--- src/design/rsld_pkg.sv ---
// Shared widths and result type for the request stride lock detector.
package rsld_pkg;

   localparam int INDEX_W  = 31;
   localparam int STRIDE_W = 32;

   typedef logic [INDEX_W-1:0]         index_type;
   typedef logic signed [STRIDE_W-1:0] stride_type;

   typedef struct packed {
      logic       is_locked_out;
      stride_type locked_stride_out;
      stride_type prefetch_step;
   } result_type;

endpackage

--- src/design/rsld_req_if.sv ---
// Request channel: one requested frame index per transaction.
interface rsld_req_if;
   logic                 valid;
   logic                 ready;
   rsld_pkg::index_type  frame_index;

   modport source (output valid, output frame_index, input ready);
   modport sink   (input valid, input frame_index, output ready);
endinterface

--- src/design/rsld_rsp_if.sv ---
// Result channel: lock flag, locked stride and prefetch step per transaction.
interface rsld_rsp_if;
   logic                 valid;
   logic                 ready;
   logic                 is_locked_out;
   rsld_pkg::stride_type locked_stride_out;
   rsld_pkg::stride_type prefetch_step;

   modport source (output valid, output is_locked_out, output locked_stride_out,
                   output prefetch_step, input ready);
   modport sink   (input valid, input is_locked_out, input locked_stride_out,
                   input prefetch_step, output ready);
endinterface

--- src/design/rsld_tracker.sv ---
// Stride tracker: holds detector state and computes the result of one request.
module rsld_tracker #(
   parameter int LOCK_LENGTH = 3
) (
   input  logic                 clock,
   input  logic                 reset,
   input  logic                 step,
   input  rsld_pkg::index_type  frame_index,
   output rsld_pkg::result_type result
);

   localparam int CntW = $clog2(LOCK_LENGTH + 1);
   localparam logic [CntW-1:0] LockLen = CntW'(LOCK_LENGTH);

   rsld_pkg::index_type  last_index_ff, last_index_in;
   rsld_pkg::stride_type locked_stride_ff, locked_stride_in;
   rsld_pkg::stride_type candidate_stride_ff, candidate_stride_in;
   logic [CntW-1:0]      hit_count_ff, hit_count_in;
   logic [CntW-1:0]      miss_count_ff, miss_count_in;
   logic                 lock_flag_ff, lock_flag_in;

   rsld_pkg::stride_type diff;
   rsld_pkg::stride_type stride;
   logic                 eq_lock;
   logic                 eq_cand;
   logic [CntW-1:0]      hit_sat;
   logic [CntW-1:0]      miss_sat;

   always_comb begin
      diff     = rsld_pkg::stride_type'({1'b0, frame_index})
               - rsld_pkg::stride_type'({1'b0, last_index_ff});
      stride   = (diff == '0) ? rsld_pkg::stride_type'(1) : diff;
      eq_lock  = (locked_stride_ff == stride);
      eq_cand  = (candidate_stride_ff == stride);
      hit_sat  = (hit_count_ff >= LockLen) ? LockLen : hit_count_ff + CntW'(1);
      miss_sat = (miss_count_ff >= LockLen) ? LockLen : miss_count_ff + CntW'(1);

      last_index_in       = frame_index;
      locked_stride_in    = locked_stride_ff;
      candidate_stride_in = candidate_stride_ff;
      lock_flag_in        = lock_flag_ff;
      hit_count_in        = hit_count_ff;
      miss_count_in       = miss_count_ff;

      if (lock_flag_ff) begin
         if (eq_lock) begin
            hit_count_in  = '0;
            miss_count_in = '0;
         end else if (eq_cand) begin
            hit_count_in  = hit_sat;
            miss_count_in = miss_sat;
         end else begin
            hit_count_in  = '0;
            miss_count_in = miss_sat;
         end
         candidate_stride_in = stride;
         // relock onto the new stride, or drop the lock on repeated misses
         if (miss_count_in >= LockLen && hit_count_in >= LockLen) begin
            locked_stride_in = stride;
            hit_count_in     = '0;
            miss_count_in    = '0;
         end else if (miss_count_in >= LockLen) begin
            lock_flag_in = 1'b0;
         end
      end else begin
         if (eq_cand) begin
            hit_count_in  = hit_sat;
            miss_count_in = '0;
         end else begin
            hit_count_in  = '0;
            miss_count_in = miss_sat;
         end
         if (hit_count_in >= LockLen) begin
            locked_stride_in = stride;
            miss_count_in    = '0;
            lock_flag_in     = 1'b1;
         end
      end

      result.is_locked_out     = lock_flag_in;
      result.locked_stride_out = locked_stride_in;
      result.prefetch_step     = lock_flag_in ? locked_stride_in
                                              : rsld_pkg::stride_type'(1);
   end

   always_ff @(posedge clock) begin
      if (reset) begin
         last_index_ff       <= '0;
         locked_stride_ff    <= rsld_pkg::stride_type'(1);
         candidate_stride_ff <= rsld_pkg::stride_type'(1);
         hit_count_ff        <= '0;
         miss_count_ff       <= '0;
         lock_flag_ff        <= 1'b0;
      end else if (step) begin
         last_index_ff       <= last_index_in;
         locked_stride_ff    <= locked_stride_in;
         candidate_stride_ff <= candidate_stride_in;
         hit_count_ff        <= hit_count_in;
         miss_count_ff       <= miss_count_in;
         lock_flag_ff        <= lock_flag_in;
      end
   end

   a_hit_bounded: assert property (@(posedge clock) disable iff (reset)
      hit_count_ff <= LockLen)
      else $error("hit counter above lock length");

   a_miss_bounded: assert property (@(posedge clock) disable iff (reset)
      miss_count_ff <= LockLen)
      else $error("miss counter above lock length");

   a_locked_nonzero: assert property (@(posedge clock) disable iff (reset)
      locked_stride_ff != '0)
      else $error("locked stride is zero");

endmodule

--- src/design/request_stride_lock_detector_core.sv ---
// Request stride lock detector top level: input register, tracker, result register.
// Accepts one frame index per cycle and returns one result per request. The
// request sits in an input register; the stride subtract, the compares and the
// counter updates against the held detector state are combinational, and their
// output is captured in the result register. Throughput is one request per
// cycle, limited only by back pressure from the result channel. LOCK_LENGTH
// (1 to 7) sets how many stride repeats lock or relock the detector.
module request_stride_lock_detector_core #(
   parameter int LOCK_LENGTH = 3
) (
   input  logic       clock,
   input  logic       reset,
   rsld_req_if.sink   req,
   rsld_rsp_if.source rsp
);

   logic                 in_valid_ff;
   rsld_pkg::index_type  in_index_ff;
   logic                 out_valid_ff;
   rsld_pkg::result_type out_ff;
   rsld_pkg::result_type result;
   logic                 advance;

   // advance the held request when the result register is free or draining
   assign advance   = in_valid_ff && (!out_valid_ff || rsp.ready);
   assign req.ready = !in_valid_ff || advance;

   rsld_tracker #(.LOCK_LENGTH(LOCK_LENGTH)) u_tracker (
      .clock       (clock),
      .reset       (reset),
      .step        (advance),
      .frame_index (in_index_ff),
      .result      (result)
   );

   always_ff @(posedge clock) begin
      if (reset) begin
         in_valid_ff  <= 1'b0;
         out_valid_ff <= 1'b0;
      end else begin
         if (req.ready) begin
            in_valid_ff <= req.valid;
         end
         if (advance) begin
            out_valid_ff <= 1'b1;
         end else if (rsp.ready) begin
            out_valid_ff <= 1'b0;
         end
      end
   end

   always_ff @(posedge clock) begin
      if (req.valid && req.ready) begin
         in_index_ff <= req.frame_index;
      end
      if (advance) begin
         out_ff <= result;
      end
   end

   assign rsp.valid             = out_valid_ff;
   assign rsp.is_locked_out     = out_ff.is_locked_out;
   assign rsp.locked_stride_out = out_ff.locked_stride_out;
   assign rsp.prefetch_step     = out_ff.prefetch_step;

   a_step_locked: assert property (@(posedge clock) disable iff (reset)
      out_valid_ff && out_ff.is_locked_out |->
         out_ff.prefetch_step == out_ff.locked_stride_out)
      else $error("locked step differs from locked stride");

   a_step_unlocked: assert property (@(posedge clock) disable iff (reset)
      out_valid_ff && !out_ff.is_locked_out |->
         out_ff.prefetch_step == rsld_pkg::stride_type'(1))
      else $error("unlocked step is not one");

   a_hold_request: assert property (@(posedge clock) disable iff (reset)
      in_valid_ff && !advance |=> in_valid_ff && $stable(in_index_ff))
      else $error("held request lost while result side stalled");

   a_advance_fills: assert property (@(posedge clock) disable iff (reset)
      advance |=> out_valid_ff)
      else $error("advanced request produced no result");

endmodule

--- src/flat_wrapper.sv ---
// flat-port wrapper written by rule: the top's interface ports become plain ports
module request_stride_lock_detector_core_flat 
#(
   parameter int LOCK_LENGTH = 3
)
  (clock, reset, req_valid, req_frame_index, req_ready, rsp_valid, rsp_is_locked_out, rsp_locked_stride_out, rsp_prefetch_step, rsp_ready);
  rsld_req_if req_i ();
  rsld_rsp_if rsp_i ();
  input  logic clock;
  input  logic reset;
  input wire logic [$bits(req_i.valid)-1:0] req_valid;
  input wire logic [$bits(req_i.frame_index)-1:0] req_frame_index;
  output wire logic [$bits(req_i.ready)-1:0] req_ready;
  output wire logic [$bits(rsp_i.valid)-1:0] rsp_valid;
  output wire logic [$bits(rsp_i.is_locked_out)-1:0] rsp_is_locked_out;
  output wire logic [$bits(rsp_i.locked_stride_out)-1:0] rsp_locked_stride_out;
  output wire logic [$bits(rsp_i.prefetch_step)-1:0] rsp_prefetch_step;
  input wire logic [$bits(rsp_i.ready)-1:0] rsp_ready;
  assign req_i.valid = req_valid;
  assign req_i.frame_index = req_frame_index;
  assign req_ready = req_i.ready;
  assign rsp_valid = rsp_i.valid;
  assign rsp_is_locked_out = rsp_i.is_locked_out;
  assign rsp_locked_stride_out = rsp_i.locked_stride_out;
  assign rsp_prefetch_step = rsp_i.prefetch_step;
  assign rsp_i.ready = rsp_ready;
  request_stride_lock_detector_core #(.LOCK_LENGTH(LOCK_LENGTH)) u_core (.clock(clock), .reset(reset), .req(req_i), .rsp(rsp_i));
endmodule
--- config.mk ---
export PLATFORM = sky130hd
export DESIGN_NAME = request_stride_lock_detector_core_flat
export DESIGN_NICKNAME = d
export VERILOG_FILES = /design/src/design/rsld_pkg.sv /design/src/design/rsld_req_if.sv /design/src/design/rsld_rsp_if.sv /design/src/design/rsld_tracker.sv /design/src/design/request_stride_lock_detector_core.sv /design/src/flat_wrapper.sv
export SDC_FILE = /design/constraint.sdc
export NUM_CORES = 1
export LEC_CHECK = 0
export ABC_AREA = 0
export BUFFER_PORTS_ARGS = -buffer_cell sky130_fd_sc_hd__buf_2
export CAP_MARGIN = 10
export CORE_ASPECT_RATIO = 0.75
export CORE_MARGIN = 2
export CORE_UTILIZATION = 45
export CTS_CLUSTER_SIZE = 10
export DETAILED_ROUTE_END_ITERATION = 8
export GPL_TIMING_DRIVEN = 0
export PLACE_DENSITY_LB_ADDON = 0.3
export SLEW_MARGIN = 30
export SYNTH_ARGS = -nofsm -noshare
export SYNTH_HDL_FRONTEND = slang
export SYNTH_SLANG_ARGS = --single-unit
--- constraint.sdc ---
create_clock -name clock -period 9.4 [get_ports clock]
set_input_delay 0.47 -clock clock [delete_from_list [all_inputs] [get_ports clock]]
set_output_delay 0.47 -clock clock [all_outputs]
set_load 0.005 [all_outputs]
==> out/results.tsv <==
stage	metric	value	unit
sta	crit path time final	6300	ps
clock_tree	CTS Root Cell	clkbuf_16	
routing	Met3 Wirelength	4.15	mm
placement	GPL Wtd Cong	0.963	
clock_tree	CTS resizes	0	
die	Core Footprint	0.0268	mm^2
pwr	overall power	0.00225	W
critical_path	Startpoint Class	register	
clock_tree	CTS Buf Count	17	
clock_tree	clk buf depth	2	
global_routing	largest net degree at the start of global routing	34	
yosys	share of flip-flops with an asynchronous set or reset	0	%
routing	total number of vias	10900	
routing	DR top layer	met4	
layout	ratio of cells with drive above 1 in the final layout	15.6	%
yosys	EDFF count, synth	96	
global_routing	initial antenna violation count	0	
global_routing	GRT Util Overall	27.2	%
sta	final hold viol count	0	
job	max-cap violation count	0	
placement	post-DP HPWL	30.1	mm
layout	Filler cells	2528	
layout	Synth-to-Final Area Change	13.6	%
critical_path	critical path class	register to register	
pwr	leak pwr	5.07	nW
sta	final worst path period share	67.0	%
clock_tree	post-CTS setup buffer count	0	
routing	Residual DRC	0	
routing	Vias/cell	5.96	
clock_tree	clock sinks	198	
layout	fin nets	1527	
layout	area of the multi-input gates	0.00675	mm^2
critical_path	crit-path max FO	10	
yosys	Syn Inst Count	1334	
sta	setup tns final	0	ps
yosys	predominant post-synthesis flop cell	dfxtp_1	
critical_path	Worst Reg2Reg Path Length in Cells	14	
sta	Final WS setup	3100	ps
yosys	Yosys reg bits	198	
die	Rows	52	
yosys	sequential area share after synthesis	40.4	%
routing	Routed Antenna Nets	0	
hold_path	Hold Crit Depth	1	
routing	WL met2	16.0	mm
pwr	Max IR drop VDD	0.138	mV
yosys	ranking of synthesized cells by area	edfxtp_1 24%, dfxtp_1 17%, nand2_1 7.0%	
sta	Worst Skew	17.5	ps
global_routing	total gr overflow	0	
routing	routed len/inst	21.3	um
die	initial core utilization	45.5	%
yosys	syn nets	1401	
global_routing	vias in the first global route	9997	
critical_path	Critical Path AT	6500	ps
routing	final WL	38.8	mm
clock_tree	hold_buf cts	0	
die	Die Ht	147	um
critical_path	R2R Setup Slk	3100	ps
placement	worst slack, placed	3430	ps
yosys	synthesized cell area	0.0122	mm^2
yosys	post-synth top area cell	edfxtp_1	
placement	Port Buffer Count	101	
yosys	Post-Syn Area per Cell	9.14	um^2
global_routing	first-pass GRT wire length	59.2	mm
sta	Max Fclk	0.159	GHz
pwr	Pwr Density	163	mW/mm^2
critical_path	Worst setup EP type	register	
sta	RSZ-0062 raised after global routing	no	
sta	Pins Over Slew Limit	0	
clock_tree	clock slew at reported path FFs	80	ps
routing	DR iter-0 viols	1116	
clock_tree	worst skew pair latency	460	ps
sta	Worst-Margin Slew	1030	ps
sta	Max-slew headroom	31.1	%
sta	Final setup viols	0	
yosys	Synth cell types	95	
outcome	outcome	complete, no violations	
critical_path	WP data required	9610	ps
routing	DR pass1 iterations	6	
layout	Antenna diodes	0	
hold_path	Hold Crit Class	input port to register	
clock_tree	H-tree lvl count	4	
die	IO Count	102	
layout	Sequential cell area	0.00492	mm^2
yosys	Synthesis Warnings	0	
placement	DP Area	0.0132	mm^2
routing	wl on met1	17.8	mm
die	Die ar.	0.0284	mm^2
clock_tree	CTS tree	yes	
die	Die W	194	um
layout	final design area excluding fillers	0.0138	mm^2
yosys	Synth top area share	23.7	%
[worst max-delay path, stage by stage (launching register included)]
cell	delay, ps
edfxtp_1	390
ha_1	350
buf_2	290
nand4_1	260
a2111oi_1	760
o21ai_1	200
nand2_1	200
xor2_1	720
xor2_1	350
nor4b_1	390
nand4_1	250
nor4_2	910
nor4b_4	230
clkbuf_1	410
a22o_1	310
[registers in the layout, summed over array words and instances, names as in the netlist]
signal                                count
u_core.in_index_ff                       31
u_core.in_valid_ff                        1
u_core.rsp.is_locked_out                  1
u_core.rsp.locked_stride_out             32
u_core.rsp.prefetch_step                 32
u_core.rsp.valid                          1
u_core.u_tracker.candidate_stride_ff     32
u_core.u_tracker.hit_count_ff             2
u_core.u_tracker.last_index_ff           31
u_core.u_tracker.lock_flag_ff             1
u_core.u_tracker.locked_stride_ff        32
u_core.u_tracker.miss_count_ff            2
[routing by layer]
| metal | GRT usage [%] | vias up |
|---|---|---|
| li1 | - | 5105 |
| met1 | 39.5 | 5186 |
| met2 | 39.3 | 537 |
| met3 | 8.29 | 48 |
| met4 | 7.01 | 0 |
| met5 | 0 | - |
[logic make-up after synthesis]
group,synth area share (%)
AND/OR/NAND/NOR,20.1
AO/OA/AOI/OAI,17.9
flip-flops,40.4
buffers and inverters,4.47
multiplexers,7.15
XOR/XNOR,6.65
adder cells (fa/ha/maj),3.35
[cell type report]
cell class              instances  area share [%]
clock inverters                14            1.18
inverters                      50            1.36
multi-input cells            1009            48.8
clock buffers                  18            3.10
plain buffers                  77            2.59
flip-flops and latches        198            35.6
repair buffers                107            4.23
well taps                     351            3.17
[final timing paths]
kind	from	end
worst max-delay path	u_core.in_index_ff[14]	u_core.rsp.prefetch_step[1]
worst min-delay path	req_frame_index[10]	u_core.in_index_ff[10]
worst max register to register	u_core.in_index_ff[14]	u_core.rsp.prefetch_step[1]
worst min register to register	u_core.u_tracker.last_index_ff[19]	u_core.u_tracker.last_index_ff[19]
[layout by cell type (no fill, tap or decap), types with 8 or more instances in the layout]
cell type  instances
nand2_1          228
buf_2            124
a21oi_1          109
dfxtp_1          102
edfxtp_1          96
nor2_1            83
inv_1             49
clkbuf_1          44
o21ai_0           38
mux2i_1           36
xnor2_1           35
nand4_1           32
ha_1              31
nand3_1           26
mux2_4            25
nor3_1            23
xor2_1            22
a22o_1            19
o21ai_1           19
clkbuf_16         17
or3_1             16
and2_1            16
o31ai_1           15
a21o_1            15
nor4_1            13
nor2b_1           13
a211oi_1          12
xnor3_1           11
o211ai_1          10
nand2b_1           8
[synth_stat cells (6+ instances only)]
master	number
nand3_1	26
nor3_1	23
inv_1	49
o21ai_1	19
nor2_1	83
edfxtp_1	96
mux2_4	25
a21oi_1	109
buf_2	21
xnor2_1	35
o2111ai_1	7
nor4_1	14
and2_1	17
a22o_1	19
nor2b_1	13
xnor3_1	11
clkbuf_1	43
and3_1	7
buf_1	6
mux2_2	6
o211ai_1	10
xor2_1	22
dfxtp_1	102
a21o_1	15
a2111oi_0	6
o21a_1	7
nand4_1	32
o31ai_1	15
or3_1	16
nand2b_1	8
a211oi_1	16
mux2_1	6
ha_1	31
and4_1	7
o21ai_0	38
mux2i_1	36
nand2_1	228
[metrics by stage]
stage / hold WS [ps] / std cells / utilization, %
finish: 189 / 1824 / 51.6
global route: 179 / 1824 / 51.6
CTS: 179 / 1824 / 51.6
detailed placement: 448 / 1792 / 49.4
global placement: 442 / 1786 / 49.0
floorplan: 436 / 1334 / -
[report_power, final]
part	total [W]	switching [W]	internal [W]
Combinational	0.000542	0.000365	0.000177
Sequential	0.000949	0.0000142	0.000934
Clock	0.000761	0.000361	0.000400
Power figures use the tool's default switching activity.
